<file path="src/hw/rtl/rrm_pkg.sv">
// ----------------------------------------------------------------------------
// Rheostat rate mapper package
// Shared types, register indexes and the constant exponent table.
// ----------------------------------------------------------------------------
`default_nettype none

package rrm_pkg;

   typedef enum logic [4:0] {
      ST_IDLE,
      ST_PROD,
      ST_DIV_LD,
      ST_DIV,
      ST_SAT,
      ST_CHECK,
      ST_LOAD,
      ST_NORM,
      ST_SQ_MUL,
      ST_SQ_UPD,
      ST_POW_MUL,
      ST_POW_UPD,
      ST_EXP_MUL,
      ST_EXP_UPD,
      ST_SCALE_MUL,
      ST_SCALE,
      ST_CLAMP,
      ST_DONE
   } state_type;

   localparam int CSR_INDEX_W = 3;
   localparam int CSR_DATA_W  = 24;

   localparam logic [CSR_INDEX_W-1:0] CSR_SERIES_OHMS   = 3'd0;
   localparam logic [CSR_INDEX_W-1:0] CSR_FULL_OHMS     = 3'd1;
   localparam logic [CSR_INDEX_W-1:0] CSR_CHANGE_PCT    = 3'd2;
   localparam logic [CSR_INDEX_W-1:0] CSR_CURVE_EXP     = 3'd3;
   localparam logic [CSR_INDEX_W-1:0] CSR_SLOWEST_RATE  = 3'd4;
   localparam logic [CSR_INDEX_W-1:0] CSR_FASTEST_RATE  = 3'd5;

   // Offset of 8.0 in Q.16, removes the eight fraction bits of the resistance.
   localparam logic [22:0] LOG_OFFSET = 23'h08_0000;
   localparam logic [30:0] ONE_Q30    = 31'h4000_0000;
   // Largest integer shift of the rate curve; a larger shift gives a zero rate.
   localparam logic [10:0] MAX_SHIFT  = 11'd33;

   typedef logic [15:0][31:0] exp2_tab_type;

   function automatic logic [63:0] isqrt64(input logic [63:0] x);
      logic [63:0] v;
      logic [63:0] res;
      logic [63:0] bit_v;
      v     = x;
      res   = 64'd0;
      bit_v = 64'd1 << 62;
      for (int j = 0; j < 32; j++) begin
         if (v >= res + bit_v) begin
            v   = v - (res + bit_v);
            res = (res >> 1) + bit_v;
         end else begin
            res = res >> 1;
         end
         bit_v = bit_v >> 2;
      end
      return res;
   endfunction

   // Entry i holds 2^(2^-(i+1)) in Q2.30, each one the root of the previous.
   function automatic exp2_tab_type build_exp2_tab();
      logic [63:0]  t;
      exp2_tab_type tab;
      t = 64'd1 << 31;
      for (int i = 0; i < 16; i++) begin
         t      = isqrt64(t << 30);
         tab[i] = t[31:0];
      end
      return tab;
   endfunction

   localparam exp2_tab_type EXP2_TAB = build_exp2_tab();

endpackage

`default_nettype wire

</file>
<file path="src/hw/rtl/rrm_if.sv">
// ----------------------------------------------------------------------------
// Rheostat rate mapper channels
// Valid/ready channels for converter samples and for guide rate results.
// ----------------------------------------------------------------------------
`default_nettype none

interface rrm_req_if #(parameter int SAMPLE_BITS = 10) ();
   logic                   valid;
   logic                   ready;
   logic [SAMPLE_BITS-1:0] adc_sample;

   modport source (output valid, output adc_sample, input ready);
   modport sink   (input valid, input adc_sample, output ready);
endinterface

interface rrm_rsp_if ();
   logic        valid;
   logic        ready;
   logic [23:0] guide_rate;

   modport source (output valid, output guide_rate, input ready);
   modport sink   (input valid, input guide_rate, output ready);
endinterface

`default_nettype wire

</file>
<file path="src/hw/rtl/rheostat_rate_mapper_top.sv">
// Sequencing: the restoring divider (one quotient bit per cycle), two log2 passes
//   (normalize plus 16 squaring steps) and a 16-step exp2 loop share one multiplier
//   set; a full-scale sample skips the divider.
// Throughput: one request at a time; ready is high only while the sequencer is idle.
// Reset: synchronous, active high; control and configuration registers return to
//   their defaults, the stored resistance clears to zero, and no clearing pass is needed.
// ----------------------------------------------------------------------------
// Rheostat rate mapper
// Maps a divider sample to a resistance and, on a large enough change, to a
// guide rate following a power curve.
// ----------------------------------------------------------------------------
`default_nettype none

module rheostat_rate_mapper_top #(
   parameter int SAMPLE_BITS = 10
) (
   input  wire logic                             clock,
   input  wire logic                             reset,
   rrm_req_if.sink                               req_chan,
   rrm_rsp_if.source                             rsp_chan,
   input  wire logic                             csr_we,
   input  wire logic [rrm_pkg::CSR_INDEX_W-1:0]  csr_index,
   input  wire logic [rrm_pkg::CSR_DATA_W-1:0]   csr_wdata
);

   // Dividend width: series ohms times the sample, with eight fraction bits.
   localparam int DW = 20 + SAMPLE_BITS + 8;
   localparam int CW = $clog2(DW);
   localparam logic [SAMPLE_BITS-1:0] FULL = {SAMPLE_BITS{1'b1}};

   // Configuration registers.
   logic [19:0] series_ff;
   logic [19:0] full_ohms_ff;
   logic [6:0]  pct_ff;
   logic [15:0] exp_ff;
   logic [23:0] slow_ff;
   logic [23:0] fast_ff;

   always_ff @(posedge clock) begin
      if (reset) begin
         series_ff    <= 20'd10000;
         full_ohms_ff <= 20'd10000;
         pct_ff       <= 7'd5;
         exp_ff       <= 16'd4096;
         slow_ff      <= 24'd273;
         fast_ff      <= 24'd65536;
      end else if (csr_we) begin
         unique case (csr_index)
            rrm_pkg::CSR_SERIES_OHMS:  series_ff    <= csr_wdata[19:0];
            rrm_pkg::CSR_FULL_OHMS:    full_ohms_ff <= csr_wdata[19:0];
            rrm_pkg::CSR_CHANGE_PCT:   pct_ff       <= csr_wdata[6:0];
            rrm_pkg::CSR_CURVE_EXP:    exp_ff       <= csr_wdata[15:0];
            rrm_pkg::CSR_SLOWEST_RATE: slow_ff      <= csr_wdata;
            rrm_pkg::CSR_FASTEST_RATE: fast_ff      <= csr_wdata;
            default: ;
         endcase
      end
   end

   // Sequencer and datapath registers.
   rrm_pkg::state_type     state_ff, state_in;
   logic [SAMPLE_BITS-1:0] s_ff, s_in;
   logic [CW-1:0]          cnt_ff, cnt_in;
   logic [DW-1:0]          q_ff, q_in;
   logic [SAMPLE_BITS-1:0] rem_ff, rem_in;
   logic [SAMPLE_BITS-1:0] dvs_ff, dvs_in;
   logic [31:0]            r_ff, r_in;
   logic [31:0]            rep_ff, rep_in;
   logic [31:0]            lg_m_ff, lg_m_in;
   logic [4:0]             lg_n_ff, lg_n_in;
   logic [15:0]            lg_frac_ff, lg_frac_in;
   logic                   lg_sel_ff, lg_sel_in;
   logic [20:0]            log_r2_ff, log_r2_in;
   logic [22:0]            l_ff, l_in;
   logic [5:0]             k_ff, k_in;
   logic [15:0]            f_ff, f_in;
   logic [30:0]            em_ff, em_in;
   logic [23:0]            rate_ff, rate_in;
   logic                   rsp_valid_ff, rsp_valid_in;
   logic [23:0]            rsp_rate_ff, rsp_rate_in;

   // Shared multiplier.
   logic [31:0] mul_a;
   logic [31:0] mul_b;
   logic [63:0] mul_p;

   rrm_mul u_mul (
      .clock (clock),
      .mul_a (mul_a),
      .mul_b (mul_b),
      .mul_p (mul_p)
   );

   always_ff @(posedge clock) begin
      if (reset) begin
         state_ff     <= rrm_pkg::ST_IDLE;
         rsp_valid_ff <= 1'b0;
         rep_ff       <= 32'd0;
      end else begin
         state_ff     <= state_in;
         rsp_valid_ff <= rsp_valid_in;
         rep_ff       <= rep_in;
      end
   end

   always_ff @(posedge clock) begin
      s_ff        <= s_in;
      cnt_ff      <= cnt_in;
      q_ff        <= q_in;
      rem_ff      <= rem_in;
      dvs_ff      <= dvs_in;
      r_ff        <= r_in;
      lg_m_ff     <= lg_m_in;
      lg_n_ff     <= lg_n_in;
      lg_frac_ff  <= lg_frac_in;
      lg_sel_ff   <= lg_sel_in;
      log_r2_ff   <= log_r2_in;
      l_ff        <= l_in;
      k_ff        <= k_in;
      f_ff        <= f_in;
      em_ff       <= em_in;
      rate_ff     <= rate_in;
      rsp_rate_ff <= rsp_rate_in;
   end

   // Scratch values of the combinational block.
   logic [SAMPLE_BITS:0] rem_sh;
   logic [31:0]          diff;
   logic [38:0]          diff_x100;
   logic [34:0]          thresh;
   logic [19:0]          r2;
   logic [33:0]          sq;
   logic [15:0]          frac_new;
   logic [22:0]          mag;
   logic [25:0]          pw;
   logic [10:0]          kk;
   logic [5:0]           sh;
   logic [63:0]          scaled;
   logic [23:0]          rate_lo;

   always_comb begin
      state_in     = state_ff;
      s_in         = s_ff;
      cnt_in       = cnt_ff;
      q_in         = q_ff;
      rem_in       = rem_ff;
      dvs_in       = dvs_ff;
      r_in         = r_ff;
      rep_in       = rep_ff;
      lg_m_in      = lg_m_ff;
      lg_n_in      = lg_n_ff;
      lg_frac_in   = lg_frac_ff;
      lg_sel_in    = lg_sel_ff;
      log_r2_in    = log_r2_ff;
      l_in         = l_ff;
      k_in         = k_ff;
      f_in         = f_ff;
      em_in        = em_ff;
      rate_in      = rate_ff;
      rsp_valid_in = rsp_valid_ff && !rsp_chan.ready;
      rsp_rate_in  = rsp_rate_ff;
      mul_a        = 32'd0;
      mul_b        = 32'd0;

      rem_sh    = {rem_ff, q_ff[DW-1]};
      diff      = (r_ff >= rep_ff) ? (r_ff - rep_ff) : (rep_ff - r_ff);
      diff_x100 = {1'b0, diff, 6'd0} + {2'b0, diff, 5'd0} + {5'b0, diff, 2'd0};
      thresh    = {27'(full_ohms_ff) * 27'(pct_ff), 8'd0};
      r2        = (full_ohms_ff == 20'd0) ? 20'd1 : full_ohms_ff;
      sq        = mul_p[63:30];
      frac_new  = {lg_frac_ff[14:0], sq[31]};
      mag       = l_ff[22] ? (~l_ff + 23'd1) : l_ff;
      pw        = mul_p[37:12];
      kk        = 11'({1'b0, pw} + 27'd65535 >> 16);
      sh        = 6'd30 + k_ff;
      scaled    = mul_p >> sh;
      rate_lo   = (rate_ff < slow_ff) ? slow_ff : rate_ff;

      unique case (state_ff)
         rrm_pkg::ST_IDLE: begin
            if (req_chan.valid) begin
               s_in     = req_chan.adc_sample;
               state_in = rrm_pkg::ST_PROD;
            end
         end
         rrm_pkg::ST_PROD: begin
            mul_a    = {12'd0, series_ff};
            mul_b    = 32'(s_ff);
            state_in = rrm_pkg::ST_DIV_LD;
         end
         rrm_pkg::ST_DIV_LD: begin
            if (s_ff == FULL) begin
               // Full-scale sample: the rheostat reads the series value.
               r_in     = {4'd0, series_ff, 8'd0};
               state_in = rrm_pkg::ST_CHECK;
            end else begin
               q_in     = {mul_p[20+SAMPLE_BITS-1:0], 8'd0};
               rem_in   = '0;
               dvs_in   = FULL - s_ff;
               cnt_in   = '0;
               state_in = rrm_pkg::ST_DIV;
            end
         end
         rrm_pkg::ST_DIV: begin
            if (rem_sh >= {1'b0, dvs_ff}) begin
               rem_in = SAMPLE_BITS'(rem_sh - {1'b0, dvs_ff});
               q_in   = {q_ff[DW-2:0], 1'b1};
            end else begin
               rem_in = rem_sh[SAMPLE_BITS-1:0];
               q_in   = {q_ff[DW-2:0], 1'b0};
            end
            cnt_in = cnt_ff + 1'b1;
            if (cnt_ff == CW'(DW - 1)) begin
               state_in = rrm_pkg::ST_SAT;
            end
         end
         rrm_pkg::ST_SAT: begin
            r_in     = (|q_ff[DW-1:32]) ? 32'hFFFF_FFFF : q_ff[31:0];
            state_in = rrm_pkg::ST_CHECK;
         end
         rrm_pkg::ST_CHECK: begin
            if (diff_x100 <= {4'd0, thresh}) begin
               state_in = rrm_pkg::ST_IDLE;
            end else if (exp_ff == 16'd0) begin
               rate_in  = fast_ff;
               state_in = rrm_pkg::ST_CLAMP;
            end else if (r_ff == 32'd0) begin
               rate_in  = 24'd0;
               state_in = rrm_pkg::ST_CLAMP;
            end else begin
               lg_sel_in = 1'b0;
               state_in  = rrm_pkg::ST_LOAD;
            end
         end
         rrm_pkg::ST_LOAD: begin
            lg_m_in    = lg_sel_ff ? r_ff : {12'd0, r2};
            lg_n_in    = 5'd31;
            lg_frac_in = 16'd0;
            state_in   = rrm_pkg::ST_NORM;
         end
         rrm_pkg::ST_NORM: begin
            if (lg_m_ff[31]) begin
               lg_m_in  = {1'b0, lg_m_ff[31:1]};
               cnt_in   = '0;
               state_in = rrm_pkg::ST_SQ_MUL;
            end else begin
               lg_m_in = {lg_m_ff[30:0], 1'b0};
               lg_n_in = lg_n_ff - 5'd1;
            end
         end
         rrm_pkg::ST_SQ_MUL: begin
            mul_a    = lg_m_ff;
            mul_b    = lg_m_ff;
            state_in = rrm_pkg::ST_SQ_UPD;
         end
         rrm_pkg::ST_SQ_UPD: begin
            lg_m_in    = sq[31] ? {1'b0, sq[31:1]} : {1'b0, sq[30:0]};
            lg_frac_in = frac_new;
            cnt_in     = cnt_ff + 1'b1;
            state_in   = rrm_pkg::ST_SQ_MUL;
            if (cnt_ff[3:0] == 4'd15) begin
               if (!lg_sel_ff) begin
                  log_r2_in = {lg_n_ff, frac_new};
                  lg_sel_in = 1'b1;
                  state_in  = rrm_pkg::ST_LOAD;
               end else begin
                  l_in     = {2'b00, lg_n_ff, frac_new} - {2'b00, log_r2_ff}
                             - rrm_pkg::LOG_OFFSET;
                  state_in = rrm_pkg::ST_POW_MUL;
               end
            end
         end
         rrm_pkg::ST_POW_MUL: begin
            mul_a    = {9'd0, mag};
            mul_b    = {16'd0, exp_ff};
            state_in = rrm_pkg::ST_POW_UPD;
         end
         rrm_pkg::ST_POW_UPD: begin
            if (!l_ff[22] || pw == 26'd0) begin
               rate_in  = fast_ff;
               state_in = rrm_pkg::ST_CLAMP;
            end else if (kk > rrm_pkg::MAX_SHIFT) begin
               rate_in  = 24'd0;
               state_in = rrm_pkg::ST_CLAMP;
            end else begin
               k_in     = kk[5:0];
               f_in     = 16'(~pw[15:0] + 16'd1);
               em_in    = rrm_pkg::ONE_Q30;
               cnt_in   = '0;
               state_in = rrm_pkg::ST_EXP_MUL;
            end
         end
         rrm_pkg::ST_EXP_MUL: begin
            mul_a    = {1'b0, em_ff};
            mul_b    = rrm_pkg::EXP2_TAB[cnt_ff[3:0]];
            state_in = rrm_pkg::ST_EXP_UPD;
         end
         rrm_pkg::ST_EXP_UPD: begin
            if (f_ff[4'd15 - cnt_ff[3:0]]) begin
               em_in = mul_p[60:30];
            end
            cnt_in   = cnt_ff + 1'b1;
            state_in = (cnt_ff[3:0] == 4'd15) ? rrm_pkg::ST_SCALE_MUL
                                              : rrm_pkg::ST_EXP_MUL;
         end
         rrm_pkg::ST_SCALE_MUL: begin
            mul_a    = {8'd0, fast_ff};
            mul_b    = {1'b0, em_ff};
            state_in = rrm_pkg::ST_SCALE;
         end
         rrm_pkg::ST_SCALE: begin
            rate_in  = scaled[23:0];
            state_in = rrm_pkg::ST_CLAMP;
         end
         rrm_pkg::ST_CLAMP: begin
            // Upper limit is applied last, so it wins when the limits cross.
            rate_in  = (rate_lo > fast_ff) ? fast_ff : rate_lo;
            state_in = rrm_pkg::ST_DONE;
         end
         rrm_pkg::ST_DONE: begin
            if (!rsp_valid_ff || rsp_chan.ready) begin
               rsp_valid_in = 1'b1;
               rsp_rate_in  = rate_ff;
               rep_in       = r_ff;
               state_in     = rrm_pkg::ST_IDLE;
            end
         end
         default: state_in = rrm_pkg::ST_IDLE;
      endcase
   end

   assign req_chan.ready      = (state_ff == rrm_pkg::ST_IDLE);
   assign rsp_chan.valid      = rsp_valid_ff;
   assign rsp_chan.guide_rate = rsp_rate_ff;

endmodule

`default_nettype wire

</file>
<file path="src/hw/rtl/rrm_mul.sv">
// ----------------------------------------------------------------------------
// Rheostat rate mapper multiplier
// Shared 32 by 32 unsigned multiplier with a registered product.
// ----------------------------------------------------------------------------
`default_nettype none

module rrm_mul (
   input  wire logic        clock,
   input  wire logic [31:0] mul_a,
   input  wire logic [31:0] mul_b,
   output logic      [63:0] mul_p
);

   logic [63:0] prod_ff;

   always_ff @(posedge clock) begin
      prod_ff <= mul_a * mul_b;
   end

   assign mul_p = prod_ff;

endmodule

`default_nettype wire

</file>
<file path="src/flat_wrapper.sv">
// flat-port wrapper written by rule: the top's interface ports become plain ports
module rheostat_rate_mapper_top_flat 
#(
   parameter int SAMPLE_BITS = 10
)
  (clock, reset, csr_we, csr_index, csr_wdata, req_chan_valid, req_chan_adc_sample, req_chan_ready, rsp_chan_valid, rsp_chan_guide_rate, rsp_chan_ready);
  rrm_req_if #(.SAMPLE_BITS(SAMPLE_BITS)) req_chan_i ();
  rrm_rsp_if rsp_chan_i ();
  input  wire logic clock;
  input  wire logic reset;
  input  wire logic csr_we;
  input  wire logic [rrm_pkg::CSR_INDEX_W-1:0] csr_index;
  input  wire logic [rrm_pkg::CSR_DATA_W-1:0] csr_wdata;
  input wire logic [$bits(req_chan_i.valid)-1:0] req_chan_valid;
  input wire logic [$bits(req_chan_i.adc_sample)-1:0] req_chan_adc_sample;
  output wire logic [$bits(req_chan_i.ready)-1:0] req_chan_ready;
  output wire logic [$bits(rsp_chan_i.valid)-1:0] rsp_chan_valid;
  output wire logic [$bits(rsp_chan_i.guide_rate)-1:0] rsp_chan_guide_rate;
  input wire logic [$bits(rsp_chan_i.ready)-1:0] rsp_chan_ready;
  assign req_chan_i.valid = req_chan_valid;
  assign req_chan_i.adc_sample = req_chan_adc_sample;
  assign req_chan_ready = req_chan_i.ready;
  assign rsp_chan_valid = rsp_chan_i.valid;
  assign rsp_chan_guide_rate = rsp_chan_i.guide_rate;
  assign rsp_chan_i.ready = rsp_chan_ready;
  rheostat_rate_mapper_top #(.SAMPLE_BITS(SAMPLE_BITS)) u_core (.clock(clock), .reset(reset), .req_chan(req_chan_i), .rsp_chan(rsp_chan_i), .csr_we(csr_we), .csr_index(csr_index), .csr_wdata(csr_wdata));
endmodule
</file>
<file path="config.mk">
export PLATFORM = sky130hd
export DESIGN_NAME = rheostat_rate_mapper_top_flat
export DESIGN_NICKNAME = d
export VERILOG_FILES = /design/src/hw/rtl/rrm_pkg.sv /design/src/hw/rtl/rrm_if.sv /design/src/hw/rtl/rheostat_rate_mapper_top.sv /design/src/hw/rtl/rrm_mul.sv /design/src/flat_wrapper.sv
export SDC_FILE = /design/constraint.sdc
export NUM_CORES = 2
export LEC_CHECK = 0
export ABC_AREA = 1
export BUFFER_PORTS_ARGS = -buffer_cell sky130_fd_sc_hd__buf_2
export CORE_AREA = 2 2 371 373
export CTS_BUF_LIST = sky130_fd_sc_hd__clkbuf_8 sky130_fd_sc_hd__clkbuf_16
export DETAILED_ROUTE_END_ITERATION = 10
export DIE_AREA = 0 0 373 375
export PLACE_DENSITY = 0.78
export SYNTH_ARGS = -nofsm -noshare
export SYNTH_HDL_FRONTEND = slang
export SYNTH_SLANG_ARGS = --single-unit
</file>
<file path="constraint.sdc">
create_clock -name clock -period 8.2 [get_ports clock]
set_input_delay 0.41 -clock clock [delete_from_list [all_inputs] [get_ports clock]]
set_output_delay 0.41 -clock clock [all_outputs]
set_load 0.05 [all_outputs]
</file>
==> metrics.txt <==
Routed Antenna Nets=0; area share of the largest cell type after synthesis=27.5%; MaxCap Viol Count=0; Starting Density=54.4%; largest net degree at the start of global routing=112; standard-cell row count=136; Hold WC Path Type=primary input to register; largest area contributor in the netlist=fa_1; final setup violation count=39; Setup TNS=-7.03 ns; Worst setup SP type=register; synthesized area=74,100 um2; initial antenna violation count=13; failing checks=negative setup slack; post-route insts no fill=12,000; core area=136,000 um2; most used cell, CP=buf_4; Max Slew Vio Count=0; CP Capture Type=register; power after layout=0.0206 W; DIE HEIGHT=375 um; outcome=finished with violations; register area share after synthesis=18.9%; GRT met2 Usage=60.4%; root buf cell=clkbuf_16; gr usage total=39.9%; Peak VDD IR=672 uV; final worst slack=-0.326 ns; gpl congestion=1.06; Remaining Overflow, GRT=0; clock sinks=546; clock latency on the worst-skew pair=0.70 ns; Worst path slowest cell=fa_1; Chip Width=373 um; PortBufs=67; H-tree depth=2; fin crit period=8.53 ns; nets=11,800; Static Leak=43.2 nW; WP data required=8.74 ns; count leader, synth=nand2_1; DRC=0; met3 GRT Util=9.31%; clk buf depth=3; CTS clk-pin slew, worst paths=0.07 ns; mean routed wirelength per cell=23.4 um; Synth Register Bits=546; Via density=5.76; Slew @ Worst Pin=1.17 ns; die area=140,000 um2; period utilisation layout=104%; syn nets=11,200; I/O pin count=68; Async S/R FF share, synth=0%; RSZ-0062 raised after global routing=true; PD cells=236 nW/um2; layout cell share with drive strength beyond 1=15.4%; Final Hold Vio Count=0; delay of the slowest critical-path stage=0.64 ns; Setup CP Type=register to register; Initial DRT Pass Iterations=7; cells after synthesis=9,570; Area growth syn-to-layout=18.0%; met1 usage=54.0%; Buf+Inv Stages, Crit Path=17; vias=69,300; Distinct cells, synth=71; f_max=117 MHz; Hold Slack=0.0387 ns; final core utilization=64.1%; Slew HR=21.1%; ys flop type=edfxtp_1; first-pass GRT wire length=420 mm; main area contributors after synthesis=fa_1, edfxtp_1, nand2_1; Top delay family on crit path=adder cells; Synth top cells by count=nand2_1, inv_1, fa_1; CP arrival=9.06 ns; gr busiest metal=met2; worst clock skew=0.0524 ns; final wirelength=281 mm; clock buffer count from CTS=59; dpl cells=11,800; critical-path maximum fanout=3; Iter 0 DRT Violations=8,326; DPL Wire Length=231 mm; EDFF count, synth=304; Synth Area per Inst=7.74 um2; CTS tree=done; vias in the first global route=68,600; yosys warns=0
-- through the flow --
step | worst slack, ns | cell area (um2)
final | -0.326 | 87400
after CTS | -0.226 | 86400
after global routing | -0.595 | 87400
after detailed placement | -0.720 | 81800
after global placement | -0.574 | 81800
after floorplan | 0.308 | 74100
-- worst min-delay path, stage by stage --
cell     delay (ns)
buf_2          0.09
o21ai_0        0.08
a21oi_1        0.11
-- cell usage in the layout (no fill, tap or decap), types with 23 or more instances in the layout --
| cell type | netlist | final |
|---|---|---|
| o21ai_0 | 588 | 553 |
| inv_1 | 1922 | 1879 |
| buf_12 | 0 | 81 |
| o211ai_1 | 77 | 77 |
| a21oi_2 | 1 | 39 |
| nor4_1 | 28 | 24 |
| buf_2 | 95 | 67 |
| o22ai_1 | 24 | 23 |
| o21ai_2 | 3 | 24 |
| nand3_1 | 231 | 209 |
| ha_4 | 0 | 36 |
| ha_1 | 528 | 492 |
| buf_4 | 8 | 720 |
| clkbuf_16 | 0 | 67 |
| a21o_1 | 28 | 28 |
| a31oi_1 | 45 | 33 |
| xor2_1 | 132 | 129 |
| buf_6 | 4 | 56 |
| fa_1 | 1018 | 975 |
| edfxtp_1 | 304 | 304 |
| nand2_1 | 2041 | 1978 |
| o21ai_1 | 21 | 31 |
| fa_2 | 0 | 43 |
| inv_2 | 39 | 73 |
| nor2_1 | 933 | 848 |
| a21oi_1 | 492 | 443 |
| mux2i_1 | 32 | 32 |
| nor2_2 | 15 | 65 |
| nor2_4 | 6 | 41 |
| xnor2_1 | 71 | 66 |
| o21bai_1 | 25 | 23 |
| dfxtp_1 | 242 | 240 |
| nor3_1 | 39 | 35 |
| nand4_1 | 66 | 66 |
| nand2_2 | 22 | 67 |
-- where the power goes --
| part | internal, W | switching [W] |
|---|---|---|
| registers | 0.00332 | 0.000299 |
| logic | 0.00506 | 0.00898 |
| clock network | 0.00171 | 0.00127 |
| total | 0.0101 | 0.0105 |
-- cell families after synthesis --
logic type,count (synthesis),share of synthesized area (%)
buffers and inverters,2369,12.3
muxes,32,0.432
DFF,546,18.9
and+or+nand+nor,3428,18.6
xor gates and xnor gates,205,2.44
adders and majority gates,1546,36.4
AOI/OAI and AO/OA,1444,11.0
-- path summary, 6_finish.rpt --
check	end	startpoint	cells after the start	slack [ns]
worst max-delay path	u_core.u_mul.mul_p[57]	u_core.l_ff[0]	37	-0.33
worst min-delay path	u_core.slow_ff[22]	csr_wdata[22]	3	0.04
worst max register to register	u_core.u_mul.mul_p[57]	u_core.l_ff[0]	37	-0.33
worst min register to register	u_core.rep_ff[31]	u_core.rep_ff[31]	2	0.47
-- timing repair --
| item | in CTS | in global routing |
|---|---|---|
| gates cloned | 3 | 0 |
| endpoints found under the hold margin | 14 | 0 |
| setup endpoints to repair | 42 | 48 |
| setup buffers | 78 | 27 |
| hold buffers | 11 | 0 |
| gates resized for setup | 428 | 229 |
| pin swaps | 138 | 115 |
-- per-layer routing --
| metal | up-vias | routed length [um] |
|---|---|---|
| met2 | 3965 | 121000 |
| li1 | 30900 | - |
| met5 | - | 112 |
| met3 | 737 | 33500 |
| met4 | 16 | 16800 |
| met1 | 33700 | 110000 |
-- registers in the layout, indices dropped and copies added (netlist names), 20 cells and up, named ones only --
name                        flops
u_core.r_ff                    32
u_core.rep_ff                  32
u_core.rsp_chan.guide_rate     24
u_core.fast_ff                 24
u_core.u_mul.mul_p             64
u_core.full_ohms_ff            20
u_core.q_ff                    38
u_core.rate_ff                 24
u_core.lg_m_ff                 32
u_core.series_ff               20
u_core.log_r2_ff               21
u_core.em_ff                   31
u_core.l_ff                    23
u_core.slow_ff                 24
-- final cells by class --
type / instances / area (um2)
inverter: 1975 / 7540
timing repair buffer: 946 / 8280
sequential: 546 / 14000
antenna: 6 / 15.0
timing repair inverter: 1 / 11.3
clock inverter: 41 / 400
clock buffer: 71 / 1720
multi-input combinational: 6655 / 53200
tap: 1794 / 2240
fill: 11600 / 48900
Note: power is estimated with default switching activity, not from simulation.
